### src/rtl/core/lsrc_pkg.sv
// Shared types, constants and the outcode function for the line segment clipper.
// No dependencies; every other file in rtl/core uses it by scoped names.
`timescale 1ns / 1ps
`default_nettype none
package lsrc_pkg;

  localparam int COORD_BITS = 16;
  localparam int DIFF_BITS  = COORD_BITS + 1;
  localparam int PROD_BITS  = 2 * DIFF_BITS;
  localparam int QSUM_BITS  = DIFF_BITS + 2;
  localparam int CNT_BITS   = $clog2(PROD_BITS + 1);
  localparam int PASS_LIMIT = 16;
  localparam int PASS_BITS  = $clog2(PASS_LIMIT + 1);
  localparam int CFG_IDX_BITS = 2;

  localparam logic [3:0] CODE_LEFT   = 4'd1;
  localparam logic [3:0] CODE_RIGHT  = 4'd2;
  localparam logic [3:0] CODE_BOTTOM = 4'd4;
  localparam logic [3:0] CODE_TOP    = 4'd8;

  localparam logic [CFG_IDX_BITS-1:0] REG_LEFT   = 2'd0;
  localparam logic [CFG_IDX_BITS-1:0] REG_RIGHT  = 2'd1;
  localparam logic [CFG_IDX_BITS-1:0] REG_BOTTOM = 2'd2;
  localparam logic [CFG_IDX_BITS-1:0] REG_TOP    = 2'd3;

  localparam logic signed [COORD_BITS-1:0] RST_LEFT   = COORD_BITS'(100);
  localparam logic signed [COORD_BITS-1:0] RST_RIGHT  = COORD_BITS'(300);
  localparam logic signed [COORD_BITS-1:0] RST_BOTTOM = COORD_BITS'(100);
  localparam logic signed [COORD_BITS-1:0] RST_TOP    = COORD_BITS'(300);

  typedef logic signed [COORD_BITS-1:0] coord_t;

  typedef struct packed {
    coord_t left;
    coord_t right;
    coord_t bottom;
    coord_t top;
  } win_t;

  typedef struct packed {
    coord_t     x0;
    coord_t     y0;
    coord_t     x1;
    coord_t     y1;
    logic [3:0] c0;
    logic [3:0] c1;
  } item_t;

  typedef enum logic [2:0] {
    ST_IDLE,
    ST_CHECK,
    ST_MUL,
    ST_DSTART,
    ST_DIV,
    ST_FIX,
    ST_OUT
  } back_state_t;

  function automatic logic [3:0] outcode(input coord_t x, input coord_t y, input win_t w);
    logic [3:0] c;
    c = 4'd0;
    if ($signed(y) < $signed(w.bottom)) c = c | CODE_BOTTOM;
    if ($signed(y) > $signed(w.top))    c = c | CODE_TOP;
    if ($signed(x) > $signed(w.right))  c = c | CODE_RIGHT;
    if ($signed(x) < $signed(w.left))   c = c | CODE_LEFT;
    return c;
  endfunction

endpackage
`default_nettype wire

### src/rtl/core/line_segment_rect_clip_core.sv
// Cohen-Sutherland segment clipper: window registers, front queue and clipping back end.
// Depends on lsrc_pkg, lsrc_front, lsrc_back and lsrc_div.
// A trivially accepted or rejected segment goes straight to the result register; otherwise
// each clipping pass runs the multiplier and the serial divider (up to 4 passes on a normal window, 16 at most).
// The back end clips one segment at a time; a two-entry queue takes new transfers meanwhile.
// Reset (rst_n low, synchronous) empties the queue and restores the window to 100..300.
`timescale 1ns / 1ps
`default_nettype none
module line_segment_rect_clip_core (
  input  wire logic                                 clk,
  input  wire logic                                 rst_n,
  input  wire logic                                 cfg_we,
  input  wire logic [lsrc_pkg::CFG_IDX_BITS-1:0]    cfg_index,
  input  wire logic [lsrc_pkg::COORD_BITS-1:0]      cfg_data,
  input  wire logic                                 in_valid,
  output logic                                      in_stall,
  input  wire logic signed [lsrc_pkg::COORD_BITS-1:0] in_start_x,
  input  wire logic signed [lsrc_pkg::COORD_BITS-1:0] in_start_y,
  input  wire logic signed [lsrc_pkg::COORD_BITS-1:0] in_end_x,
  input  wire logic signed [lsrc_pkg::COORD_BITS-1:0] in_end_y,
  output logic                                      out_valid,
  input  wire logic                                 out_stall,
  output logic                                      out_visible,
  output logic signed [lsrc_pkg::COORD_BITS-1:0]    out_clip_start_x,
  output logic signed [lsrc_pkg::COORD_BITS-1:0]    out_clip_start_y,
  output logic signed [lsrc_pkg::COORD_BITS-1:0]    out_clip_end_x,
  output logic signed [lsrc_pkg::COORD_BITS-1:0]    out_clip_end_y
);

  lsrc_pkg::win_t  win_r;
  logic            q_valid, q_pop;
  lsrc_pkg::item_t q_item;

  always_ff @(posedge clk) begin
    if (!rst_n) begin
      win_r.left   <= lsrc_pkg::RST_LEFT;
      win_r.right  <= lsrc_pkg::RST_RIGHT;
      win_r.bottom <= lsrc_pkg::RST_BOTTOM;
      win_r.top    <= lsrc_pkg::RST_TOP;
    end else if (cfg_we) begin
      unique case (cfg_index)
        lsrc_pkg::REG_LEFT:   win_r.left   <= cfg_data;
        lsrc_pkg::REG_RIGHT:  win_r.right  <= cfg_data;
        lsrc_pkg::REG_BOTTOM: win_r.bottom <= cfg_data;
        lsrc_pkg::REG_TOP:    win_r.top    <= cfg_data;
        default: ;
      endcase
    end
  end

  lsrc_front u_front (
    .clk        (clk),
    .rst_n      (rst_n),
    .win        (win_r),
    .in_valid   (in_valid),
    .in_stall   (in_stall),
    .in_start_x (in_start_x),
    .in_start_y (in_start_y),
    .in_end_x   (in_end_x),
    .in_end_y   (in_end_y),
    .q_valid    (q_valid),
    .q_item     (q_item),
    .q_pop      (q_pop)
  );

  lsrc_back u_back (
    .clk              (clk),
    .rst_n            (rst_n),
    .win              (win_r),
    .q_valid          (q_valid),
    .q_item           (q_item),
    .q_pop            (q_pop),
    .out_valid        (out_valid),
    .out_stall        (out_stall),
    .out_visible      (out_visible),
    .out_clip_start_x (out_clip_start_x),
    .out_clip_start_y (out_clip_start_y),
    .out_clip_end_x   (out_clip_end_x),
    .out_clip_end_y   (out_clip_end_y)
  );

endmodule
`default_nettype wire

### src/rtl/core/lsrc_div.sv
// Serial restoring divider, one quotient bit per cycle.
// Depends on lsrc_pkg for widths.
`timescale 1ns / 1ps
`default_nettype none
module lsrc_div (
  input  wire logic                           clk,
  input  wire logic                           rst_n,
  input  wire logic                           start,
  input  wire logic [lsrc_pkg::PROD_BITS-1:0] dividend,
  input  wire logic [lsrc_pkg::DIFF_BITS-1:0] divisor,
  output logic                                done,
  output logic [lsrc_pkg::PROD_BITS-1:0]      quo,
  output logic [lsrc_pkg::DIFF_BITS-1:0]      rem
);

  logic [lsrc_pkg::CNT_BITS-1:0]  cnt_r;
  logic                           busy_r;
  logic                           done_r;
  logic [lsrc_pkg::PROD_BITS-1:0] dvd_r;
  logic [lsrc_pkg::PROD_BITS-1:0] quo_r;
  logic [lsrc_pkg::DIFF_BITS-1:0] rem_r;
  logic [lsrc_pkg::DIFF_BITS-1:0] dsr_r;
  logic [lsrc_pkg::DIFF_BITS:0]   trial;
  logic                           fits;

  assign trial = {rem_r, dvd_r[lsrc_pkg::PROD_BITS-1]};
  assign fits  = trial >= {1'b0, dsr_r};

  always_ff @(posedge clk) begin
    if (!rst_n) begin
      busy_r <= 1'b0;
      done_r <= 1'b0;
      cnt_r  <= '0;
    end else begin
      done_r <= 1'b0;
      if (start) begin
        busy_r <= 1'b1;
        cnt_r  <= lsrc_pkg::CNT_BITS'(lsrc_pkg::PROD_BITS);
      end else if (busy_r) begin
        cnt_r <= cnt_r - lsrc_pkg::CNT_BITS'(1);
        if (cnt_r == lsrc_pkg::CNT_BITS'(1)) begin
          busy_r <= 1'b0;
          done_r <= 1'b1;
        end
      end
    end
  end

  always_ff @(posedge clk) begin
    if (start) begin
      dvd_r <= dividend;
      dsr_r <= divisor;
      quo_r <= '0;
      rem_r <= '0;
    end else if (busy_r) begin
      dvd_r <= {dvd_r[lsrc_pkg::PROD_BITS-2:0], 1'b0};
      if (fits) begin
        rem_r <= lsrc_pkg::DIFF_BITS'(trial - {1'b0, dsr_r});
        quo_r <= {quo_r[lsrc_pkg::PROD_BITS-2:0], 1'b1};
      end else begin
        rem_r <= trial[lsrc_pkg::DIFF_BITS-1:0];
        quo_r <= {quo_r[lsrc_pkg::PROD_BITS-2:0], 1'b0};
      end
    end
  end

  assign done = done_r;
  assign quo  = quo_r;
  assign rem  = rem_r;

endmodule
`default_nettype wire

### src/rtl/core/lsrc_front.sv
// Front end: takes input transfers, computes both outcodes and queues the segment.
// Depends on lsrc_pkg; feeds lsrc_back through a two-entry queue.
`timescale 1ns / 1ps
`default_nettype none
module lsrc_front (
  input  wire logic             clk,
  input  wire logic             rst_n,
  input  wire lsrc_pkg::win_t   win,
  input  wire logic             in_valid,
  output logic                  in_stall,
  input  wire lsrc_pkg::coord_t in_start_x,
  input  wire lsrc_pkg::coord_t in_start_y,
  input  wire lsrc_pkg::coord_t in_end_x,
  input  wire lsrc_pkg::coord_t in_end_y,
  output logic                  q_valid,
  output lsrc_pkg::item_t       q_item,
  input  wire logic             q_pop
);

  lsrc_pkg::item_t mem_r [2];
  logic            wr_ptr_r;
  logic            rd_ptr_r;
  logic [1:0]      cnt_r;
  logic            push;
  lsrc_pkg::item_t new_item;

  assign in_stall = cnt_r == 2'd2;
  assign push     = in_valid && !in_stall;
  assign q_valid  = cnt_r != 2'd0;
  assign q_item   = mem_r[rd_ptr_r];

  always_comb begin
    new_item.x0 = in_start_x;
    new_item.y0 = in_start_y;
    new_item.x1 = in_end_x;
    new_item.y1 = in_end_y;
    new_item.c0 = lsrc_pkg::outcode(in_start_x, in_start_y, win);
    new_item.c1 = lsrc_pkg::outcode(in_end_x, in_end_y, win);
  end

  always_ff @(posedge clk) begin
    if (!rst_n) begin
      wr_ptr_r <= 1'b0;
      rd_ptr_r <= 1'b0;
      cnt_r    <= 2'd0;
    end else begin
      if (push) wr_ptr_r <= !wr_ptr_r;
      if (q_pop) rd_ptr_r <= !rd_ptr_r;
      if (push && !q_pop) cnt_r <= cnt_r + 2'd1;
      else if (q_pop && !push) cnt_r <= cnt_r - 2'd1;
    end
  end

  always_ff @(posedge clk) begin
    if (push) mem_r[wr_ptr_r] <= new_item;
  end

endmodule
`default_nettype wire

### src/rtl/core/lsrc_back.sv
// Back end: clipping loop with one multiplier and the serial divider, plus the result register.
// Depends on lsrc_pkg and lsrc_div.
`timescale 1ns / 1ps
`default_nettype none
module lsrc_back (
  input  wire logic             clk,
  input  wire logic             rst_n,
  input  wire lsrc_pkg::win_t   win,
  input  wire logic             q_valid,
  input  wire lsrc_pkg::item_t  q_item,
  output logic                  q_pop,
  output logic                  out_valid,
  input  wire logic             out_stall,
  output logic                  out_visible,
  output lsrc_pkg::coord_t      out_clip_start_x,
  output lsrc_pkg::coord_t      out_clip_start_y,
  output lsrc_pkg::coord_t      out_clip_end_x,
  output lsrc_pkg::coord_t      out_clip_end_y
);

  localparam int CW = lsrc_pkg::COORD_BITS;
  localparam int DW = lsrc_pkg::DIFF_BITS;
  localparam int QW = lsrc_pkg::QSUM_BITS;

  lsrc_pkg::back_state_t state_r, state_nxt;

  lsrc_pkg::coord_t x0_r, y0_r, x1_r, y1_r;
  logic [3:0]       c0_r, c1_r;
  logic [lsrc_pkg::PASS_BITS-1:0] pass_r;
  logic             vis_r;
  logic [DW-1:0]    mdb_r, mnum_r, uden_r;
  logic             neg_r, den_zero_r, axis_y_r, move0_r;
  lsrc_pkg::coord_t b0_r, edge_r;
  logic [lsrc_pkg::PROD_BITS-1:0] prod_r;

  logic             out_valid_r, out_vis_r;
  lsrc_pkg::coord_t out_x0_r, out_y0_r, out_x1_r, out_y1_r;

  logic             div_start, div_done, out_load;
  logic [lsrc_pkg::PROD_BITS-1:0] div_quo;
  logic [DW-1:0]    div_rem;

  logic             accept_all, reject_any, limit_hit;
  logic [3:0]       cout;
  logic             sel_y;
  lsrc_pkg::coord_t a0, b0, a1, b1, edge_sel;
  logic signed [DW-1:0] den, num, db, num_adj, den_adj;

  logic signed [QW-1:0] qmag, q, base;
  lsrc_pkg::coord_t     newb, nx, ny;

  lsrc_div u_div (
    .clk      (clk),
    .rst_n    (rst_n),
    .start    (div_start),
    .dividend (prod_r),
    .divisor  (uden_r),
    .done     (div_done),
    .quo      (div_quo),
    .rem      (div_rem)
  );

  assign accept_all = (c0_r | c1_r) == 4'd0;
  assign reject_any = (c0_r & c1_r) != 4'd0;
  assign limit_hit  = pass_r >= lsrc_pkg::PASS_BITS'(lsrc_pkg::PASS_LIMIT);

  always_comb begin
    cout  = (c0_r != 4'd0) ? c0_r : c1_r;
    sel_y = !((cout & (lsrc_pkg::CODE_LEFT | lsrc_pkg::CODE_RIGHT)) != 4'd0);
    if (!sel_y) begin
      a0 = x0_r; b0 = y0_r; a1 = x1_r; b1 = y1_r;
      edge_sel = ((cout & lsrc_pkg::CODE_LEFT) != 4'd0) ? win.left : win.right;
    end else begin
      a0 = y0_r; b0 = x0_r; a1 = y1_r; b1 = x1_r;
      edge_sel = ((cout & lsrc_pkg::CODE_BOTTOM) != 4'd0) ? win.bottom : win.top;
    end
    den = DW'($signed(a1)) - DW'($signed(a0));
    num = DW'($signed(edge_sel)) - DW'($signed(a0));
    db  = DW'($signed(b1)) - DW'($signed(b0));
    den_adj = den[DW-1] ? -den : den;
    num_adj = den[DW-1] ? -num : num;
  end

  always_comb begin
    qmag = QW'(div_quo[DW-1:0]);
    if (!neg_r) q = qmag;
    else if (div_rem == '0) q = -qmag;
    else q = -qmag - QW'(1);
    base = QW'($signed(b0_r)) + q;
    if (div_rem != '0 && base < 0) base = base + QW'(1);
    newb = den_zero_r ? b0_r : base[CW-1:0];
    if (axis_y_r) begin
      ny = edge_r; nx = newb;
    end else begin
      nx = edge_r; ny = newb;
    end
  end

  always_comb begin
    state_nxt = state_r;
    unique case (state_r)
      lsrc_pkg::ST_IDLE:   if (q_valid) state_nxt = lsrc_pkg::ST_CHECK;
      lsrc_pkg::ST_CHECK:  begin
        if (accept_all || reject_any || limit_hit) state_nxt = lsrc_pkg::ST_OUT;
        else state_nxt = lsrc_pkg::ST_MUL;
      end
      lsrc_pkg::ST_MUL:    state_nxt = lsrc_pkg::ST_DSTART;
      lsrc_pkg::ST_DSTART: state_nxt = lsrc_pkg::ST_DIV;
      lsrc_pkg::ST_DIV:    if (div_done) state_nxt = lsrc_pkg::ST_FIX;
      lsrc_pkg::ST_FIX:    state_nxt = lsrc_pkg::ST_CHECK;
      lsrc_pkg::ST_OUT:    if (!out_valid_r || !out_stall) state_nxt = lsrc_pkg::ST_IDLE;
      default:             state_nxt = lsrc_pkg::ST_IDLE;
    endcase
  end

  always_comb begin
    q_pop     = 1'b0;
    div_start = 1'b0;
    out_load  = 1'b0;
    unique case (state_r)
      lsrc_pkg::ST_IDLE:   q_pop = q_valid;
      lsrc_pkg::ST_DSTART: div_start = 1'b1;
      lsrc_pkg::ST_OUT:    out_load = !out_valid_r || !out_stall;
      default: ;
    endcase
  end

  always_ff @(posedge clk) begin
    if (!rst_n) begin
      state_r     <= lsrc_pkg::ST_IDLE;
      out_valid_r <= 1'b0;
    end else begin
      state_r <= state_nxt;
      if (out_load) out_valid_r <= 1'b1;
      else if (!out_stall) out_valid_r <= 1'b0;
    end
  end

  always_ff @(posedge clk) begin
    if (q_pop) begin
      x0_r   <= q_item.x0;
      y0_r   <= q_item.y0;
      x1_r   <= q_item.x1;
      y1_r   <= q_item.y1;
      c0_r   <= q_item.c0;
      c1_r   <= q_item.c1;
      pass_r <= '0;
    end
    if (state_r == lsrc_pkg::ST_CHECK) begin
      vis_r      <= accept_all;
      mdb_r      <= db[DW-1] ? DW'(-db) : DW'(db);
      mnum_r     <= num_adj[DW-1] ? DW'(-num_adj) : DW'(num_adj);
      uden_r     <= DW'(den_adj);
      neg_r      <= num_adj[DW-1] != db[DW-1];
      den_zero_r <= den == '0;
      b0_r       <= b0;
      edge_r     <= edge_sel;
      axis_y_r   <= sel_y;
      move0_r    <= c0_r != 4'd0;
    end
    if (state_r == lsrc_pkg::ST_MUL) begin
      prod_r <= lsrc_pkg::PROD_BITS'(mdb_r) * lsrc_pkg::PROD_BITS'(mnum_r);
    end
    if (state_r == lsrc_pkg::ST_FIX) begin
      pass_r <= pass_r + lsrc_pkg::PASS_BITS'(1);
      if (move0_r) begin
        x0_r <= nx;
        y0_r <= ny;
        c0_r <= lsrc_pkg::outcode(nx, ny, win);
      end else begin
        x1_r <= nx;
        y1_r <= ny;
        c1_r <= lsrc_pkg::outcode(nx, ny, win);
      end
    end
    if (out_load) begin
      out_vis_r <= vis_r;
      out_x0_r  <= x0_r;
      out_y0_r  <= y0_r;
      out_x1_r  <= x1_r;
      out_y1_r  <= y1_r;
    end
  end

  assign out_valid        = out_valid_r;
  assign out_visible      = out_vis_r;
  assign out_clip_start_x = out_x0_r;
  assign out_clip_start_y = out_y0_r;
  assign out_clip_end_x   = out_x1_r;
  assign out_clip_end_y   = out_y1_r;

endmodule
`default_nettype wire
### config.mk
export PLATFORM = sky130hd
export DESIGN_NAME = line_segment_rect_clip_core
export DESIGN_NICKNAME = d
export VERILOG_FILES = /design/src/rtl/core/lsrc_pkg.sv /design/src/rtl/core/line_segment_rect_clip_core.sv /design/src/rtl/core/lsrc_div.sv /design/src/rtl/core/lsrc_front.sv /design/src/rtl/core/lsrc_back.sv
export SDC_FILE = /design/constraint.sdc
export NUM_CORES = 2
export LEC_CHECK = 0
export ABC_AREA = 1
export ABC_CLOCK_PERIOD_IN_PS = 10400
export CAP_MARGIN = 25
export CORE_ASPECT_RATIO = 1.4
export CORE_MARGIN = 10
export CORE_UTILIZATION = 40
export CTS_CLUSTER_SIZE = 20
export DETAILED_ROUTE_END_ITERATION = 6
export DONT_BUFFER_PORTS = 1
export PLACE_DENSITY = 0.61
export RECOVER_POWER = 25
export SYNTH_ARGS = -nofsm -noshare
export SYNTH_HDL_FRONTEND = slang
export SYNTH_HIERARCHICAL = 1
export SYNTH_SLANG_ARGS = --single-unit
export TNS_END_PERCENT = 100
### constraint.sdc
create_clock -name clk -period 10.4 [get_ports clk]
set_input_delay 0.52 -clock clk [delete_from_list [all_inputs] [get_ports clk]]
set_output_delay 0.52 -clock clk [all_outputs]
set_load 0.02 [all_outputs]
* Yosys cells after proc, flatten, opt, wreduce, memory -nomap -nowiden
Memory sizes are Yosys's and may differ from the RTL's. A register that Yosys moved wholly into a read port is not among the register bits.
Cells that the tools add are included.
** Storage, ports and cells
- Register bits after elaboration :: 429
- Bits in latches :: 0
- Word-level logic and storage cells :: 207
- ROM bits :: 0
- Bits in writable memories :: 144
- Output and inout port bits :: 67
- Memories :: 1
** Memories
- u_front.mem_r :: depth 2, bits a word 72, rd ports 1, clocked after memory_dff 1, wr ports 1, line lsrc_front.sv:20 : lsrc_pkg::item_t mem_r [2];
** Operators by class
- Divide/modulo/power cells :: 0
- Add/subtract/negate cells :: 16
- Multiplexer cells :: 76
- Multiply operators :: 1
- Magnitude comparators :: 15
- Reduce and logical (&&, ||, !) cells :: 35
- Bitwise logic cells :: 4
- Shift-type cells :: 0
- Equal/unequal tests :: 16
** Operators by type and width (count)
- 2-to-1 mux 16 bit :: 26
- > comparator 16 bit :: 6
- less-than comparator 16 bit :: 6
- 2-to-1 mux 34 bit :: 2
- negator 17 bit :: 4
- subtractor 16 x 16 -> 17 bit :: 3
- 2-to-1 mux 19 bit :: 2
- 2-to-1 mux 4 bit :: 9
- logical NOT 17 bit :: 2
- multiplier 17 x 17 -> 34 bit :: 1
- 2-to-1 mux 17 bit :: 2
- 2-to-1 mux 3 bit :: 8
- case mux 3 bit (7 select lines) :: 1
- adder 16 x 19 -> 19 bit :: 1
- less-than comparator 19 x 1 -> 1 bit, second input constant :: 1
- negator 17 -> 19 bit :: 1
- subtractor 19 x 2 -> 19 bit, second input constant :: 1
- greater-or-equal comparator 18 x 17 -> 1 bit :: 1
- 2-to-1 mux 1 bit :: 17
- nonzero test 17 bit :: 1
- subtractor 17 bit :: 1
- adder 16 x 2 -> 16 bit, second input constant :: 1
- 2-to-1 mux 6 bit :: 2
- nonzero test 4 bit :: 3
- other kinds (30) :: 61

* Longest topological paths before layout
- Depth in word-level cells :: 17
- Mapped depth :: 46

* By module
Netlist, hierarchy kept.
** Modules (own cells, without submodules)
- lsrc_back :: cells each 3460, area an instance 27447.6 µm², sequential area each 7287.0 µm², times used 1
- lsrc_front :: cells each 767, area an instance 8620.8 µm², sequential area each 4424.2 µm², times used 1
- lsrc_div :: cells each 643, area an instance 5246.3 µm², sequential area each 2712.6 µm², times used 1
- line_segment_rect_clip_core :: cells each 389, area an instance 2617.5 µm², sequential area each 1281.2 µm², times used 1

* Worst setup path before layout
Ideal clock, no wire load.
- Path kind :: register to register
- Start point :: register u_back.state_r[0]
- End point :: register u_back.axis_y_r, enable pin
- Arrival :: 6431 ps
- Cell stages (with the launch flop) :: 3
- Path slack :: 3324 ps
- Setup time :: 645 ps
- Period minus slack after synthesis :: 7076 ps
- Buffers on the path :: 0
- Cells stage by stage :: dfxtp_1 > inv_1 > nor3_1
** On the way
- Cells in the longest elaborated chain, start to end :: 1
** Ends and longest elaborated chain
- start: declaration :: line lsrc_back.sv:25 : lsrc_pkg::back_state_t state_r, state_nxt;
- start signal: assignment :: line lsrc_back.sv:130 : state_r <= lsrc_pkg::ST_IDLE;
- start signal: assignment :: line lsrc_back.sv:133 : state_r <= state_nxt;
- equality test 3 x 1 -> 1 bit :: line lsrc_back.sv:149 : if (state_r == lsrc_pkg::ST_CHECK) begin
- end signal: assignment :: line lsrc_back.sv:158 : axis_y_r <= sel_y;
- end: declaration :: line lsrc_back.sv:32 : logic neg_r, den_zero_r, axis_y_r, move0_r;
Every way passes these cells.
A chain may end at the register's enable or synchronous reset.

* Worst setup path after layout
- Start point :: register u_back.u_div.rem_r, in the netlist u_back/u_div/rem[14]
- End point :: register u_back.c0_r[1]
** On the way
- Cells in the longest elaborated chain, start to end :: 13
- Elaborated cells on any way between the ends :: 15
** Ends and longest elaborated chain
- start: declaration :: line lsrc_div.sv:21 : logic [lsrc_pkg::DIFF_BITS-1:0] rem_r;
- start signal: assignment :: line lsrc_div.sv:58 : rem_r <= lsrc_pkg::DIFF_BITS'(trial - {1'b0, dsr_r});
- start signal: assignment :: line lsrc_div.sv:61 : rem_r <= trial[lsrc_pkg::DIFF_BITS-1:0];
- logical NOT 17 bit :: line lsrc_back.sv:87 : else if (div_rem == '0) q = -qmag;
- 2-to-1 mux 19 bit :: line lsrc_back.sv:87
- 2-to-1 mux 19 bit :: line lsrc_back.sv:86 : if (!neg_r) q = qmag;
- adder 16 x 19 -> 19 bit :: line lsrc_back.sv:89 : base = QW'($signed(b0_r)) + q;
- less-than comparator 19 x 1 -> 1 bit :: line lsrc_back.sv:90 : if (div_rem != '0 && base < 0) base = base + QW'(1);
- logical AND 1 bit :: line lsrc_back.sv:90
- 2-to-1 mux 16 bit * :: line lsrc_back.sv:90
- 2-to-1 mux 16 bit * :: line lsrc_back.sv:91 : newb = den_zero_r ? b0_r : base[CW-1:0];
- 2-to-1 mux 16 bit * :: line lsrc_back.sv:92 : if (axis_y_r) begin
- > comparator 16 bit * :: line lsrc_pkg.sv:64 : if ($signed(x) > $signed(w.right)) c = c | CODE_RIGHT;
- 2-to-1 mux 2 bit * :: line lsrc_pkg.sv:64
- 2-to-1 mux 4 bit * :: line lsrc_back.sv:166 : if (move0_r) begin
- 2-to-1 mux 4 bit * :: line lsrc_back.sv:164 : if (state_r == lsrc_pkg::ST_FIX) begin
- end signal: assignment :: line lsrc_back.sv:145 : c0_r <= q_item.c0;
- end signal: assignment :: line lsrc_back.sv:169 : c0_r <= lsrc_pkg::outcode(nx, ny, win);
- end: declaration :: line lsrc_back.sv:28 : logic [3:0] c0_r, c1_r;
Every way passes the cells marked *; elsewhere a longest branch is shown, timed or not.

==> results.md <==
- Worst skew pair latency: 0.68 ns
- First-pass GRT wire length: 206.7 mm
- Setup violation total in the final timing report: 0
- Post-synthesis cell count: 5,207
- Cts repair resizes: 0
- Post-Syn Area: 0.04342 mm2
- Slew Limit Headroom: 0.2405
- H-tree Lvls: 2
- # Post-CTS Setup Buffers: 0
- Final ANT Viol Nets: 0
- Nets: 5,908
- Critical Path Start: u_back/u_div/rem[14]
- Actual slew at the worst max-slew pin: 1.136 ns
- Clock sinks: 574
- Die area: 0.1223 mm2
- Fillers: 10,590
- Yosys warns: 6
- Required time of the critical path: 11.00 ns
- Routed WL: 137.7 mm
- Kind of critical path: reg2reg
- Drt first pass iters: 6
- Syn avg cell area: 8.339 um2
- Die Span Y: 409.8 um
- Max Cap Viol: 0
- Vias in the first global route: 34,060
- Area growth, synth to finish: 9.818%
- Initial DRC count: 2,498
- Max Root-Sink Buffers: 3
- Placeable Area: 0.1075 mm2
- Initial antenna violation count: 4
- Root Driver: clkbuf_16
- Via Count: 34,210
- Setup Skew: 0.05571 ns
- Critical Path AT: 7.65 ns
- Critical Path End Type: flop
- Mapped Nets: 5,911
- CP max stage cell: o21ai_0
- Wire length per cell: 20.56 um
- HPWL Detailed: 106.9 mm
- Layout cells sized above 1: 0.04947
- Max-slew violation total from the final report: 0
- Overall Global Routing Usage: 0.2219
- Rows: 142
- CP most frequent cell: nand2_1
- RePlAce Congestion: 0.9605
- Io pins: 154
- Initial Utilization: 0.4039
- DRC: 0
- Setup_tns: 0 ns
- Fmax: 141.8 MHz
- CTS Buf Count: 60
- Die W: 298.5 um
- Worst-path clk slew: 0.07 ns
- Tmin final: 7.052 ns
- Status: complete, no violations
- CTS tree: yes
- CP Max Fanout: 9
- Fin crit share: 0.6781
- Element type at the critical path start: flop
- Hold Crit Start: cfg_we
- Final Hold Fails: 0
- R2R Path Start: u_back/u_div/rem[14]
- DR vias/cell: 5.107
- CP peak stage delay: 0.70 ns
- RSZ-0062 raised after global routing: false
- Hold/Removal Path Class: in2reg
- Port Buffers: 0
- GR Overflow Total: 0
- Largest net degree at the start of global routing: 93
per-layer routing:
metal,part of all wire,up-vias,track usage,routed length (um)
met4,0.078,0,0.1479,10790
li1,-,16600,-,-
met5,0,-,0,0
met3,0.052,386,0.03425,7125
met2,0.51,1051,0.4084,70280
met1,0.36,16170,0.2301,49520
placed cells by master, fill, tap and decap left out, types with 9 or more instances in the layout:
| cell type | instances |
|---|---|
| o21ai_0 | 228 |
| nor3_1 | 44 |
| xor2_1 | 131 |
| nand3b_1 | 13 |
| dlygate4sd3_1 | 87 |
| nor2_2 | 21 |
| a21oi_1 | 242 |
| inv_2 | 34 |
| a21o_1 | 10 |
| nand4_1 | 40 |
| edfxtp_1 | 387 |
| mux2_1 | 72 |
| nor2_1 | 339 |
| nand2_1 | 1267 |
| o211ai_1 | 24 |
| nand2_2 | 13 |
| clkinv_2 | 11 |
| o22ai_1 | 30 |
| clkbuf_16 | 61 |
| clkbuf_1 | 10 |
| o21ai_1 | 36 |
| nand3_1 | 169 |
| a31oi_1 | 9 |
| dfxtp_1 | 186 |
| inv_1 | 922 |
| o21bai_1 | 14 |
| xnor2_1 | 51 |
| ha_1 | 388 |
| buf_4 | 30 |
| fa_1 | 229 |
critical path: cells and delay by family (launching register included):
family / cells / cell delay (ns)
AND/OR/NAND/NOR: 20 / 2.38
AO/OA/AOI/OAI: 12 / 2.62
adder cells (fa/ha/maj): 2 / 0.78
buffers and inverters: 7 / 0.71
flip-flops: 1 / 0.39
XOR/XNOR: 1 / 0.13
flip-flops by register name, indices dropped and copies added, names as in the netlist, 16 cells and up, named ones only:
register                 flops
u_front/mem_r              144
win_r                       64
u_back/prod_r               34
u_back/u_div/dvd_r          34
u_back/mdb_r                17
u_back/mnum_r               17
u_back/u_div/dsr_r          17
u_back/u_div/quo            17
u_back/u_div/rem            17
u_back/uden_r               17
u_back/b0_r                 16
u_back/edge_r               16
u_back/out_clip_end_x       16
u_back/out_clip_end_y       16
u_back/out_clip_start_x     16
u_back/out_clip_start_y     16
u_back/x0_r                 16
u_back/x1_r                 16
u_back/y0_r                 16
u_back/y1_r                 16
layout make-up:
| class | count | area [um2] | area share |
|---|---|---|---|
| clock inverters | 39 | 425.4 | 0.008922 |
| well taps | 1440 | 1802 | 0.03779 |
| inverters | 962 | 3613 | 0.07578 |
| clock buffers | 75 | 1619 | 0.03396 |
| flip-flops and latches | 574 | 15370 | 0.3223 |
| diodes | 2 | 5.005 | 0.0001050 |
| repair buffers | 121 | 1166 | 0.02446 |
| multi-input cells | 3485 | 23680 | 0.4967 |
worst paths after layout:
| check | end | slack [ns] | cells after the start |
|---|---|---|---|
| worst max-delay path | u_back/c0_r[1] | 3.35 | 42 |
| worst min-delay path | win_r[55] | 0.02 | 3 |
| worst max register to register | u_back/c0_r[1] | 3.35 | 42 |
| worst min register to register | u_back/u_div/dsr_r[6] | 0.42 | 0 |
metrics by stage:
stage	instances	util	hold WS (ns)	worst slack, ns	area [um2]
CTS	6694	0.4433	0.002163	3.313	47650
floorplan	5207	-	0.4003	3.324	43420
global route	6697	0.4436	0.01438	2.462	47680
finish	6698	0.4436	0.02471	3.348	47680
global placement	6490	0.4158	0.4023	3.325	44690
detailed placement	6492	0.4160	0.4080	3.322	44720
repair_timing:
| action | in CTS | in global routing |
|---|---|---|
| endpoints found under the hold margin | 191 | 0 |
| endpoints found under the setup margin | 0 | 0 |
| hold buffers | 88 | 0 |
Power is not shown: default switching activity piles up to over one toggle a cycle in this logic, so the estimate is an artifact.
